$ cat config.mk
export PLATFORM = sky130hd
export DESIGN_NAME = grammar_token_lexer
export DESIGN_NICKNAME = d
export VERILOG_FILES = /design/src/hw/rtl/gtl_pkg.sv /design/src/hw/rtl/gtl_scan.sv /design/src/hw/rtl/grammar_token_lexer.sv
export SDC_FILE = /design/constraint.sdc
export NUM_CORES = 1
export LEC_CHECK = 0
export BUFFER_PORTS_ARGS = -buffer_cell sky130_fd_sc_hd__clkbuf_2
export CAP_MARGIN = 20
export CORE_ASPECT_RATIO = 0.8
export CORE_MARGIN = 1
export CORE_UTILIZATION = 27
export DETAILED_ROUTE_END_ITERATION = 10
export GPL_ROUTABILITY_DRIVEN = 1
export SYNTH_ARGS = -nofsm -noshare
export SYNTH_HDL_FRONTEND = slang
export SYNTH_HIERARCHICAL = 1
export SYNTH_SLANG_ARGS = --single-unit
$ cat constraint.sdc
create_clock -name i_clk -period 7.12 [get_ports i_clk]
set_clock_uncertainty 0.2 [all_clocks]
set_input_delay 2.136 -clock i_clk [delete_from_list [all_inputs] [get_ports i_clk]]
set_output_delay 2.136 -clock i_clk [all_outputs]
set_load 0.03 [all_outputs]
$ cat src/hw/rtl/gtl_pkg.sv
// Shared types and constants for the grammar token lexer.
`default_nettype none

package gtl_pkg;

    localparam int MAX_TEXT_BYTES_DEF = 16384;
    localparam int OFFSET_MAX         = 16383;
    localparam int OFFSET_W           = 14;
    localparam int COUNT_W            = 16;

    typedef enum logic [2:0] {
        KIND_NONTERM = 3'd0,
        KIND_TERM    = 3'd1,
        KIND_PRODUCE = 3'd2,
        KIND_PIPE    = 3'd3,
        KIND_SEMI    = 3'd4,
        KIND_END     = 3'd5,
        KIND_ERROR   = 3'd6
    } t_kind;

    typedef enum logic [1:0] {
        ERR_NONE  = 2'd0,
        ERR_ANGLE = 2'd1,
        ERR_QUOTE = 2'd2,
        ERR_BYTE  = 2'd3
    } t_err;

    typedef struct packed {
        t_kind                kind;
        t_err                 err;
        logic [OFFSET_W-1:0]  start;
        logic [OFFSET_W-1:0]  len;
        logic [COUNT_W-1:0]   line;
        logic [COUNT_W-1:0]   col;
    } t_token;

endpackage

`default_nettype wire

$ cat src/hw/rtl/gtl_scan.sv
// Scanner state, position counters and per-byte token decision.
`default_nettype none

module gtl_scan #(
    parameter int MAX_TEXT_BYTES = gtl_pkg::MAX_TEXT_BYTES_DEF
) (
    input  wire logic          i_clk,
    input  wire logic          i_rst_n,
    input  wire logic          i_fire,
    input  wire logic [7:0]    i_byte,
    output logic               o_emit,
    output gtl_pkg::t_token    o_token
);

    localparam logic [gtl_pkg::OFFSET_W-1:0] OFFSET_LIMIT =
        (MAX_TEXT_BYTES - 1 < gtl_pkg::OFFSET_MAX) ?
        gtl_pkg::OFFSET_W'(MAX_TEXT_BYTES - 1) : gtl_pkg::OFFSET_W'(gtl_pkg::OFFSET_MAX);
    localparam logic [gtl_pkg::COUNT_W-1:0] COUNT_LIMIT = '1;

    localparam logic [7:0] CH_NUL   = 8'h00;
    localparam logic [7:0] CH_TAB   = 8'h09;
    localparam logic [7:0] CH_NL    = 8'h0A;
    localparam logic [7:0] CH_SPACE = 8'h20;
    localparam logic [7:0] CH_DQ    = 8'h22;
    localparam logic [7:0] CH_HASH  = 8'h23;
    localparam logic [7:0] CH_SQ    = 8'h27;
    localparam logic [7:0] CH_DASH  = 8'h2D;
    localparam logic [7:0] CH_COLON = 8'h3A;
    localparam logic [7:0] CH_SEMI  = 8'h3B;
    localparam logic [7:0] CH_LT    = 8'h3C;
    localparam logic [7:0] CH_GT    = 8'h3E;
    localparam logic [7:0] CH_PIPE  = 8'h7C;

    typedef enum logic [5:0] {
        MODE_BETWEEN = 6'b000001,
        MODE_ANGLE   = 6'b000010,
        MODE_DQUOTE  = 6'b000100,
        MODE_SQUOTE  = 6'b001000,
        MODE_COMMENT = 6'b010000,
        MODE_HALTED  = 6'b100000
    } t_mode;

    function automatic logic is_name_byte(input logic [7:0] b);
        return (b >= 8'h30 && b <= 8'h39) || (b >= 8'h41 && b <= 8'h5A) ||
               (b >= 8'h61 && b <= 8'h7A) || b == CH_DASH;
    endfunction

    t_mode                        r_mode,   n_mode;
    logic [gtl_pkg::OFFSET_W-1:0] r_offset, n_offset;
    logic [gtl_pkg::COUNT_W-1:0]  r_line,   n_line;
    logic [gtl_pkg::COUNT_W-1:0]  r_col,    n_col;
    logic [gtl_pkg::OFFSET_W-1:0] r_tstart, n_tstart;
    logic [gtl_pkg::COUNT_W-1:0]  r_tline,  n_tline;
    logic [gtl_pkg::COUNT_W-1:0]  r_tcol,   n_tcol;

    logic                         adv;
    logic                         mark;
    logic                         emit;
    gtl_pkg::t_kind               kind;
    gtl_pkg::t_err                err;
    logic [gtl_pkg::OFFSET_W-1:0] len;
    logic [gtl_pkg::OFFSET_W-1:0] span;
    logic                         is_zero;
    logic                         is_nl;
    logic                         quote_close;

    always_comb begin
        adv         = 1'b0;
        mark        = 1'b0;
        emit        = 1'b0;
        kind        = gtl_pkg::KIND_END;
        err         = gtl_pkg::ERR_NONE;
        len         = '0;
        n_mode      = r_mode;
        span        = r_offset - r_tstart;
        is_zero     = (i_byte == CH_NUL);
        is_nl       = (i_byte == CH_NL);
        quote_close = (r_mode == MODE_DQUOTE) ? (i_byte == CH_DQ) : (i_byte == CH_SQ);

        unique case (r_mode)
            MODE_BETWEEN: begin
                if (is_zero) begin
                    mark   = 1'b1;
                    emit   = 1'b1;
                    n_mode = MODE_HALTED;
                end else if (i_byte == CH_SPACE || i_byte == CH_TAB || is_nl) begin
                    adv = 1'b1;
                end else if (i_byte == CH_HASH) begin
                    adv    = 1'b1;
                    n_mode = MODE_COMMENT;
                end else if (i_byte == CH_LT || i_byte == CH_DQ || i_byte == CH_SQ) begin
                    mark   = 1'b1;
                    adv    = 1'b1;
                    n_mode = (i_byte == CH_LT) ? MODE_ANGLE :
                             (i_byte == CH_DQ) ? MODE_DQUOTE : MODE_SQUOTE;
                end else if (i_byte == CH_COLON || i_byte == CH_PIPE || i_byte == CH_SEMI) begin
                    mark = 1'b1;
                    adv  = 1'b1;
                    emit = 1'b1;
                    len  = gtl_pkg::OFFSET_W'(1);
                    kind = (i_byte == CH_COLON) ? gtl_pkg::KIND_PRODUCE :
                           (i_byte == CH_PIPE)  ? gtl_pkg::KIND_PIPE : gtl_pkg::KIND_SEMI;
                end else begin
                    // unexpected byte: report at its own position, do not advance
                    mark   = 1'b1;
                    emit   = 1'b1;
                    kind   = gtl_pkg::KIND_ERROR;
                    err    = gtl_pkg::ERR_BYTE;
                    len    = gtl_pkg::OFFSET_W'(1);
                    n_mode = MODE_HALTED;
                end
            end
            MODE_ANGLE: begin
                if (is_name_byte(i_byte)) begin
                    adv = 1'b1;
                end else if (i_byte == CH_GT) begin
                    adv    = 1'b1;
                    emit   = 1'b1;
                    kind   = gtl_pkg::KIND_NONTERM;
                    len    = span + gtl_pkg::OFFSET_W'(1);
                    n_mode = MODE_BETWEEN;
                end else begin
                    emit   = 1'b1;
                    kind   = gtl_pkg::KIND_ERROR;
                    err    = gtl_pkg::ERR_ANGLE;
                    len    = is_zero ? span : span + gtl_pkg::OFFSET_W'(1);
                    n_mode = MODE_HALTED;
                end
            end
            MODE_DQUOTE, MODE_SQUOTE: begin
                if (quote_close) begin
                    adv    = 1'b1;
                    emit   = 1'b1;
                    kind   = gtl_pkg::KIND_TERM;
                    len    = span + gtl_pkg::OFFSET_W'(1);
                    n_mode = MODE_BETWEEN;
                end else if (is_zero || is_nl) begin
                    emit   = 1'b1;
                    kind   = gtl_pkg::KIND_ERROR;
                    err    = gtl_pkg::ERR_QUOTE;
                    len    = is_zero ? span : span + gtl_pkg::OFFSET_W'(1);
                    n_mode = MODE_HALTED;
                end else begin
                    adv = 1'b1;
                end
            end
            MODE_COMMENT: begin
                if (is_zero) begin
                    mark   = 1'b1;
                    emit   = 1'b1;
                    n_mode = MODE_HALTED;
                end else begin
                    adv = 1'b1;
                    if (is_nl) begin
                        n_mode = MODE_BETWEEN;
                    end
                end
            end
            default: begin
                // halted: drop every byte
            end
        endcase
    end

    // position counters, saturating
    always_comb begin
        n_offset = r_offset;
        n_line   = r_line;
        n_col    = r_col;
        n_tstart = mark ? r_offset : r_tstart;
        n_tline  = mark ? r_line   : r_tline;
        n_tcol   = mark ? r_col    : r_tcol;
        if (adv) begin
            if (r_offset < OFFSET_LIMIT) begin
                n_offset = r_offset + gtl_pkg::OFFSET_W'(1);
            end
            if (i_byte == CH_NL) begin
                if (r_line != COUNT_LIMIT) begin
                    n_line = r_line + gtl_pkg::COUNT_W'(1);
                end
                n_col = '0;
            end else if (r_col != COUNT_LIMIT) begin
                n_col = r_col + gtl_pkg::COUNT_W'(1);
            end
        end
    end

    always_ff @(posedge i_clk) begin
        if (!i_rst_n) begin
            r_mode   <= MODE_BETWEEN;
            r_offset <= '0;
            r_line   <= gtl_pkg::COUNT_W'(1);
            r_col    <= '0;
            r_tstart <= '0;
            r_tline  <= gtl_pkg::COUNT_W'(1);
            r_tcol   <= '0;
        end else if (i_fire) begin
            r_mode   <= n_mode;
            r_offset <= n_offset;
            r_line   <= n_line;
            r_col    <= n_col;
            r_tstart <= n_tstart;
            r_tline  <= n_tline;
            r_tcol   <= n_tcol;
        end
    end

    assign o_emit        = emit;
    assign o_token.kind  = kind;
    assign o_token.err   = err;
    assign o_token.start = n_tstart;
    assign o_token.len   = len;
    assign o_token.line  = n_tline;
    assign o_token.col   = n_tcol;

endmodule

`default_nettype wire

$ cat src/hw/rtl/grammar_token_lexer.sv
// Top level of the grammar token lexer: input register, scanner, result register.
`default_nettype none

// Byte-serial lexer for BNF-style grammar text. One byte enters per cycle while
// the input is not stalled; a byte that completes a token, once accepted, passes
// the input register and then the result register before its result appears.
// Sustained rate is one byte per clock while the output is not stalled, set by
// the update of the scan mode and position counters in gtl_scan. Bytes that
// complete no token produce no transaction. After an end or error token all
// further bytes are accepted and dropped until reset.
module grammar_token_lexer #(
    parameter int MAX_TEXT_BYTES = gtl_pkg::MAX_TEXT_BYTES_DEF
) (
    input  wire logic        i_clk,
    input  wire logic        i_rst_n,
    input  wire logic        i_in_valid,
    output logic             o_in_stall,
    input  wire logic [7:0]  i_text_byte,
    output logic             o_out_valid,
    input  wire logic        i_out_stall,
    output logic [2:0]       o_token_kind,
    output logic [1:0]       o_error_kind,
    output logic [13:0]      o_start_offset,
    output logic [13:0]      o_token_length,
    output logic [15:0]      o_start_line,
    output logic [15:0]      o_start_column
);

    logic            r_in_valid;
    logic [7:0]      r_in_byte;
    logic            r_out_valid;
    gtl_pkg::t_token r_tok;

    logic            out_free;
    logic            fire;
    logic            emit;
    gtl_pkg::t_token tok;

    assign out_free   = !r_out_valid || !i_out_stall;
    assign fire       = r_in_valid && out_free;
    assign o_in_stall = r_in_valid && !out_free;

    gtl_scan #(
        .MAX_TEXT_BYTES(MAX_TEXT_BYTES)
    ) u_scan (
        .i_clk   (i_clk),
        .i_rst_n (i_rst_n),
        .i_fire  (fire),
        .i_byte  (r_in_byte),
        .o_emit  (emit),
        .o_token (tok)
    );

    always_ff @(posedge i_clk) begin
        if (!i_rst_n) begin
            r_in_valid <= 1'b0;
        end else if (!o_in_stall) begin
            r_in_valid <= i_in_valid;
        end
    end

    always_ff @(posedge i_clk) begin
        if (!o_in_stall && i_in_valid) begin
            r_in_byte <= i_text_byte;
        end
    end

    always_ff @(posedge i_clk) begin
        if (!i_rst_n) begin
            r_out_valid <= 1'b0;
        end else if (out_free) begin
            r_out_valid <= fire && emit;
        end
    end

    always_ff @(posedge i_clk) begin
        if (fire && emit) begin
            r_tok <= tok;
        end
    end

    assign o_out_valid    = r_out_valid;
    assign o_token_kind   = r_tok.kind;
    assign o_error_kind   = r_tok.err;
    assign o_start_offset = r_tok.start;
    assign o_token_length = r_tok.len;
    assign o_start_line   = r_tok.line;
    assign o_start_column = r_tok.col;

`ifndef SYNTHESIS
    a_err_only_on_error: assert property (@(posedge i_clk) disable iff (!i_rst_n)
        o_out_valid && o_token_kind != gtl_pkg::KIND_ERROR |-> o_error_kind == gtl_pkg::ERR_NONE)
        else $error("error kind set on a non-error token");
    a_error_has_kind: assert property (@(posedge i_clk) disable iff (!i_rst_n)
        o_out_valid && o_token_kind == gtl_pkg::KIND_ERROR |-> o_error_kind != gtl_pkg::ERR_NONE)
        else $error("error token without error kind");
    a_end_zero_len: assert property (@(posedge i_clk) disable iff (!i_rst_n)
        o_out_valid && o_token_kind == gtl_pkg::KIND_END |-> o_token_length == 14'd0)
        else $error("end token with nonzero length");
    a_symbol_len: assert property (@(posedge i_clk) disable iff (!i_rst_n)
        o_out_valid && (o_token_kind == gtl_pkg::KIND_PRODUCE ||
                        o_token_kind == gtl_pkg::KIND_PIPE ||
                        o_token_kind == gtl_pkg::KIND_SEMI) |-> o_token_length == 14'd1)
        else $error("single-byte token with wrong length");
    a_stall_needs_backup: assert property (@(posedge i_clk) disable iff (!i_rst_n)
        o_in_stall |-> o_out_valid && i_out_stall)
        else $error("input stalled while result side is free");
`endif

endmodule

`default_nettype wire

# Word-level counts from Yosys, hierarchy flattened
# Cells that the tools add are included.
[totals] ff_bits=173 input_bits=12 out_inout_bits=67 wordCells=158
[classes] add_sub_neg=5 n_lt_le_gt_ge=7 eq_ne=24 n_mux=76 reduce_logical=30
[op_table] cell="14-bit 2-to-1 mux" count=9
[op_table] cell="8-bit by 6-bit == test with 1-bit output (second input constant)" count=9
[op_table] cell="6-bit 2-to-1 mux" count=12
[op_table] cell="16-bit 2-to-1 mux" count=4
[op_table] cell="14-bit case mux with 3 select lines" count=1
[op_table] cell="16-bit by 1-bit adder with 16-bit output (second input constant)" count=2
[op_table] cell="16-bit inequality test (second input constant)" count=2
[op_table] cell="3-bit 2-to-1 mux" count=10
[op_table] cell="14-bit by 1-bit adder with 14-bit output (second input constant)" count=2
[op_table] cell="1-bit 2-to-1 mux" count=24
[op_table] cell="6-bit case mux with 4 select lines" count=1
[op_table] cell="2-bit 2-to-1 mux" count=9
[op_table] cell="8-bit by 4-bit == test with 1-bit output (second input constant)" count=2
[op_table] cell="8-bit by 7-bit greater-or-equal comparator with 1-bit output (second input constant)" count=2
[op_table] cell="8-bit by 7-bit less-or-equal comparator with 1-bit output (second input constant)" count=2
[op_table] cell="14-bit < comparator (second input constant)" count=1
[op_table] cell="14-bit subtractor" count=1
[op_table] cell="1-bit logical OR" count=11
[op_table] cell="3-bit case mux with 3 select lines" count=1
[op_table] cell="8-bit by 7-bit == test with 1-bit output (second input constant)" count=1
[op_table] cell="8-bit by 6-bit greater-or-equal comparator with 1-bit output (second input constant)" count=1
[op_table] cell="8-bit by 6-bit less-or-equal comparator with 1-bit output (second input constant)" count=1
[op_table] cell="8-bit logical NOT" count=1
[op_table] cell="1-bit case mux with 4 select lines" count=2
[op_table] cell="other kinds (20)" count=31

# Longest topological paths before layout
[logic_depth] depth_word=10 ltp_mapped=11 depth_no_buf=11

# By module
# The synthesis kept the hierarchy.
[modules_own_cells] module="gtl_scan" instances=1 cells_each=861 area_each_um2=6386.1 seq_area_each_um2=1961.9
[modules_own_cells] module="grammar_token_lexer" instances=1 cells_each=83 area_each_um2=2283.4 seq_area_each_um2=2232.1

# Worst setup path before layout
# OpenSTA, ideal clock, no wires.
[synth_path] kind="register to register" start="register r_in_byte[0]" end="register r_tok (netlist bit o_error_kind[0]) (enable)" setup_ns=0.510 arrival_time_ns=5.462 required_time_ns=6.410 setup_slack_ns=0.948 stages_incl_launch_ff=12 path_buffers=2 synth_period_minus_slack_ns=6.172 cell_sequence="edfxtp_1 > buf_2 > or4_1 > o22ai_1 > o21ai_0 > a21boi_0 > nand2b_1 > nor2_1 > clkbuf_1 > o21ai_0 > nand2_1 > a21oi_1"
[synth_between] elab_chain_len=9 word_cells_on_any_way=37 classes_between="order compare (6); eq/ne (8); mux (10); reduce/logical (13)"
[synth_lines] element="start: declaration" line_no="grammar_token_lexer.sv:30" source="logic [7:0] r_in_byte;"
[synth_lines] element="start signal: assignment" line_no="grammar_token_lexer.sv:64" source="r_in_byte <= i_text_byte;"
[synth_lines] element="parallel branches: the longest is 7 deep, another holds 8-bit by 6-bit greater-or-equal comparator with 1-bit output"
[synth_lines] element="1-bit case mux with 4 select lines (*)" line_no="gtl_scan.sv:80" source="unique case (r_mode)"
[synth_lines] element="named net emit" line_no="grammar_token_lexer.sv:36" source="logic emit;"
[synth_lines] element="1-bit logical AND (*)" line_no="grammar_token_lexer.sv:77" source="if (fire && emit) begin"
[synth_lines] element="end signal: assignment" line_no="grammar_token_lexer.sv:78" source="r_tok <= tok;"
[synth_lines] element="end: declaration" line_no="grammar_token_lexer.sv:32" source="gtl_pkg::t_token r_tok;"
# Mark *: on every way through the listed nets, which the timed path passes.
# A chain may end at the register's enable or synchronous reset.

# Worst setup path after layout
[layout_path] start="input port i_out_stall" end="output port o_in_stall"
[layout_between] elab_chain_len=4
[layout_lines] element="start: declaration" line_no="grammar_token_lexer.sv:20" source="input wire logic i_out_stall,"
[layout_lines] element="1-bit logical NOT" line_no="grammar_token_lexer.sv:39" source="assign out_free = !r_out_valid || !i_out_stall;"
[layout_lines] element="1-bit logical OR" line_no="grammar_token_lexer.sv:39"
[layout_lines] element="1-bit logical NOT" line_no="grammar_token_lexer.sv:41" source="assign o_in_stall = r_in_valid && !out_free;"
[layout_lines] element="1-bit logical AND" line_no="grammar_token_lexer.sv:41"
[layout_lines] element="end: declaration" line_no="grammar_token_lexer.sv:17" source="output logic o_in_stall,"
# Every way passes these cells.

==> reports/metrics.sh <==
DIE-HEIGHT_UM=162
DRT-WIRELENGTH-PER-CELL_UM=14.6
FIRST_GLOBAL_VIAS=6594
DRT_ITER0_MARKERS=408
DETAILED_ROUTING_WIRELENGTH_ON_MET1_MM=10.1
POST_SYNTH_NUM_CELL_TYPES=71
POST_SYNTHESIS_CELL_COUNT=944
GRTUSAGETOTAL_PCT=12.7
DRV.MAX_CAP_VIOLATION_COUNT=0
VIA_PER_INST=4.91
DP_HPWL_MM=14.5
DP_CELLS=1398
SETUP.WORST_PATH.END='o_in_stall'
CRITICAL_PATH.STARTPOINT_TYPE='input port'
TOTAL_SETUP_VIOLATIONS_REPORTED_AT_THE_END_OF_THE_FLOW=0
CRIT_END_CATEGORY='primary output'
DRTPASS1ITERATIONS=5
SYNTH.YOSYS.SEQ_AREA_SHARE_PCT=48.4
CLK_PIN_SLEW_WORST_PATHS_NS=0.08
CP_CELL_SEQUENCE='clkbuf_2, and3_4, clkbuf_2'
VIAS=7021
CLKLATENCYLATEPIN_NS=0.44
TRITONCTS='built'
CTS_POST_SETUP_BUFFERS_INSERTED=0
CORE_REGION_AREA_MM2=0.0315
CLK_PATH_BUF_DEPTH=2
WORSTPATHBUFFERINVERTERCOUNT=2
FLOORPLAN.DIE.WIDTH_UM=202
TRITONCTS.NUM_BUFFERS=17
HOLDBUFCOUNTCTS=0
CRITPATHMOSTFREQUENTCELL='clkbuf_2'
MAPPEDNETLISTNETS=974
FP-ROW-COUNT=58
FINALMAXSLEWVIOLATIONS=0
CP_SLOWEST_CELL='and3_4'
REG2REGPATHDEPTH=11
PATH_MAX_FANOUT=3
NUMBER_OF_ANTENNA_VIOLATIONS_AT_THE_FIRST_CHECK_IN_GLOBAL_ROUTING=0
SLEW-LIMIT-HEADROOM_PCT=19.8
POST_LAYOUT_CELL_COUNT=1431
MINIMUM_CLOCK_PERIOD_NS=5.00
MIN-DELAY-PATH-CLASS='register to register'
R2R_SLACK_NS=2.72
COMMONEST_CELLS_POST_SYNTH='nand2_1, dfxtp_1, a21oi_1'
WORSTREG2REGSTART='r_in_byte[5]$_DFFE_PP_'
OUTCOME='completed'
SYNTH-WARNING-COUNT=6
CP_DATA_ARRIVAL_TIME_NS=2.67
INSERTEDDIODECOUNT=0
POST_ROUTE_CELLS_DRIVE_ABOVE_1_SHARE_PCT=16.6
POWER_DENSITY_mW_PER_MM2=220
GLOBAL_ROUTE_WIRE_LENGTH_BEFORE_REPAIR_MM=33.7
POSTSYNTHAREAPERCELL_UM2=9.18
DRT.ANTENNA.VIOLATING_NETS=0
CTSRESIZECOUNT=0
SYNTHARSTFLOPSHARE_PCT=0
GRT_MAX_DEGREE=40
FINALCRITPERIODSHARE_PCT=70.3
CRITPATHKIND='input port to primary output'
CLOCK_TREE.HTREE_LEVEL_COUNT=4
DRC=0
SYNTH_ENABLE_FLOP_CELLS=73
WORST_R2R_ENDPOINT='o_start_column[9]$_DFFE_PP_'
SYNTH.MOST_COMMON_CELL='nand2_1'
SETUP-TNS-FINAL_NS=0
SYNTH_TOP_AREA_CELL='edfxtp_1'
SYNTH_TOP_AREA_SHARE_PCT=25.3
DETAIL_ROUTE.WIRELENGTH_MM=20.9
POWER.LEAKAGE_nW=3.45
SYNTH-MAIN-FF-CELL='dfxtp_1'
PORT-BUFFER-COUNT=78
CRITICAL_PATH.MAX_STAGE_DELAY_NS=0.20
ROUTED.TOP_LAYER='met4'
CLOCK_TREE_ROOT_DRIVER_CELL='clkbuf_16'
HOLD_VIOL_FINAL=0
LAYOUT-AREA-OVERHEAD-VS-SYNTH_PCT=16.1
NUM-NETS-FINAL=1028
MAX_SLEW.WORST_PIN.SLEW_NS=1.17
LAYOUT.CORE_UTILIZATION_PCT=32.0
CPLARGESTDELAYFAMILY='buffers and inverters'
PLACE.GP.CONGESTION=0.835
POSTSYNTHREGISTERBITS=173
GRT_SETUP_UNREPAIRED='no'
SYN-CELL-AREA_MM2=0.00867
MET3ROUTEDLENGTH_MM=1.15
START_UTIL_PCT=27.5
OVERFLOW=0
PATH_DEPTH=3
TRITONCTS_NUM_SINKS=173
FLOORPLAN.IO_PINS=79
CRIT_PATH_START='i_out_stall'
DIE-AREA_MM2=0.0328
MAXCLOCKFREQUENCY_GHz=0.200
MET2_LENGTH_MM=9.33
IR_DROP_uV=150
WORSTPATHREQUIRED_NS=4.78
SYNTHTOPCELLSBYAREA='edfxtp_1, dfxtp_1, nand2_1'
==> kinds of logic (layout without fill, tap and decap cells) <==
logic type               Yosys count  after routing  share of synthesized area [%]
AO/OA/AOI/OAI                    182            182                           12.7
adder cells (fa/ha/maj)           18             18                           2.68
flip-flops                       173            173                           48.4
XOR/XNOR                          37             37                           3.74
AND/OR/NAND/NOR                  408            408                           22.9
multiplexers                      45             45                           5.69
buffers and inverters             81            148                           3.97
==> per-layer routing <==
layer  vias to the layer above  global-route usage (%)
li1                       3483                       -
met1                      3363                    17.1
met2                       153                    19.8
met3                        22                    3.15
met4                         0                    4.61
met5                         -                       0
==> how the worst min path moves through the flow <==
| stage | from | end | cells past startpoint |
|---|---|---|---|
| 3_3_place_gp | u_scan/r_tcol[2]$_SDFFE_PN0P_ | u_scan/r_tcol[2]$_SDFFE_PN0P_ | 2 |
| 5_1_grt | u_scan/r_tstart[4]$_SDFFE_PN0P_ | u_scan/r_tstart[4]$_SDFFE_PN0P_ | 2 |
| 2_1_floorplan | u_scan/r_tcol[0]$_SDFFE_PN0P_ | u_scan/r_tcol[0]$_SDFFE_PN0P_ | 2 |
| 6_report | u_scan/r_tline[7]$_SDFFE_PN0P_ | u_scan/r_tline[7]$_SDFFE_PN0P_ | 2 |
| 3_5_place_dp | u_scan/r_tline[9]$_SDFFE_PN0P_ | u_scan/r_tline[9]$_SDFFE_PN0P_ | 2 |
| 4_1_cts | u_scan/r_tline[9]$_SDFFE_PN0P_ | u_scan/r_tline[9]$_SDFFE_PN0P_ | 2 |
==> placed cells by master (no fill, tap or decap), drive strengths merged, types with 11 or more instances in the layout <==
cell,Yosys,final
xor2,16,16
dfxtp,100,100
ha,17,17
nor2b,15,15
clkbuf,43,95
edfxtp,73,73
o21ai,42,42
nand2,162,162
nand3,36,36
or3,14,14
nand4,18,18
a21oi,86,86
nor2,67,67
or4,15,15
xnor2,21,21
inv,29,36
and3,13,13
nor3,28,28
mux2i,11,11
mux2,34,34
==> power breakdown <==
group / switching (mW) / internal (mW)
sequential: 0.0168 / 1.06
clock: 0.472 / 0.482
combinational: 0.137 / 0.0501
total: 0.626 / 1.59
==> sequential cells by signal (all words and copies together) (netlist names), 6 cells and up <==
signal / cells
u_scan/r_offset: 14
o_start_column: 16
u_scan/r_tcol: 16
u_scan/r_tstart: 14
o_start_line: 16
u_scan/r_col: 16
o_start_offset: 14
o_token_length: 14
u_scan/r_mode: 6
r_in_byte: 8
u_scan/r_line: 16
u_scan/r_tline: 16
==> metrics by stage <==
step	hold WS, ns	power (mW)	setup WS, ns	cell area, µm²
final	0.254	2.22	2.12	10100
after global routing	0.271	2.31	2.10	10100
after CTS	0.256	2.25	2.12	10000
after detailed placement	0.245	1.29	2.12	9430
after global placement	0.238	1.29	2.12	9430
after floorplan	0.234	1.23	0.948	8670
==> layout make-up <==
cell class / instances / area (µm²)
Tap cell: 420 / 526
Fill cell: 3293 / 21400
Clock buffer: 17 / 425
Multi-Input combinational cell: 690 / 4150
Inverter: 29 / 109
Clock inverter: 15 / 194
Sequential cell: 173 / 4190
Timing Repair Buffer: 87 / 470
==> worst min-delay path: cells and delay by family, from the launching register on <==
family,cells,cell delay [ns]
DFF,1,0.31
and+or+nand+nor,1,0.05
AOI/OAI and AO/OA,1,0.05
No activity file was read; power rests on OpenSTA's default activity.
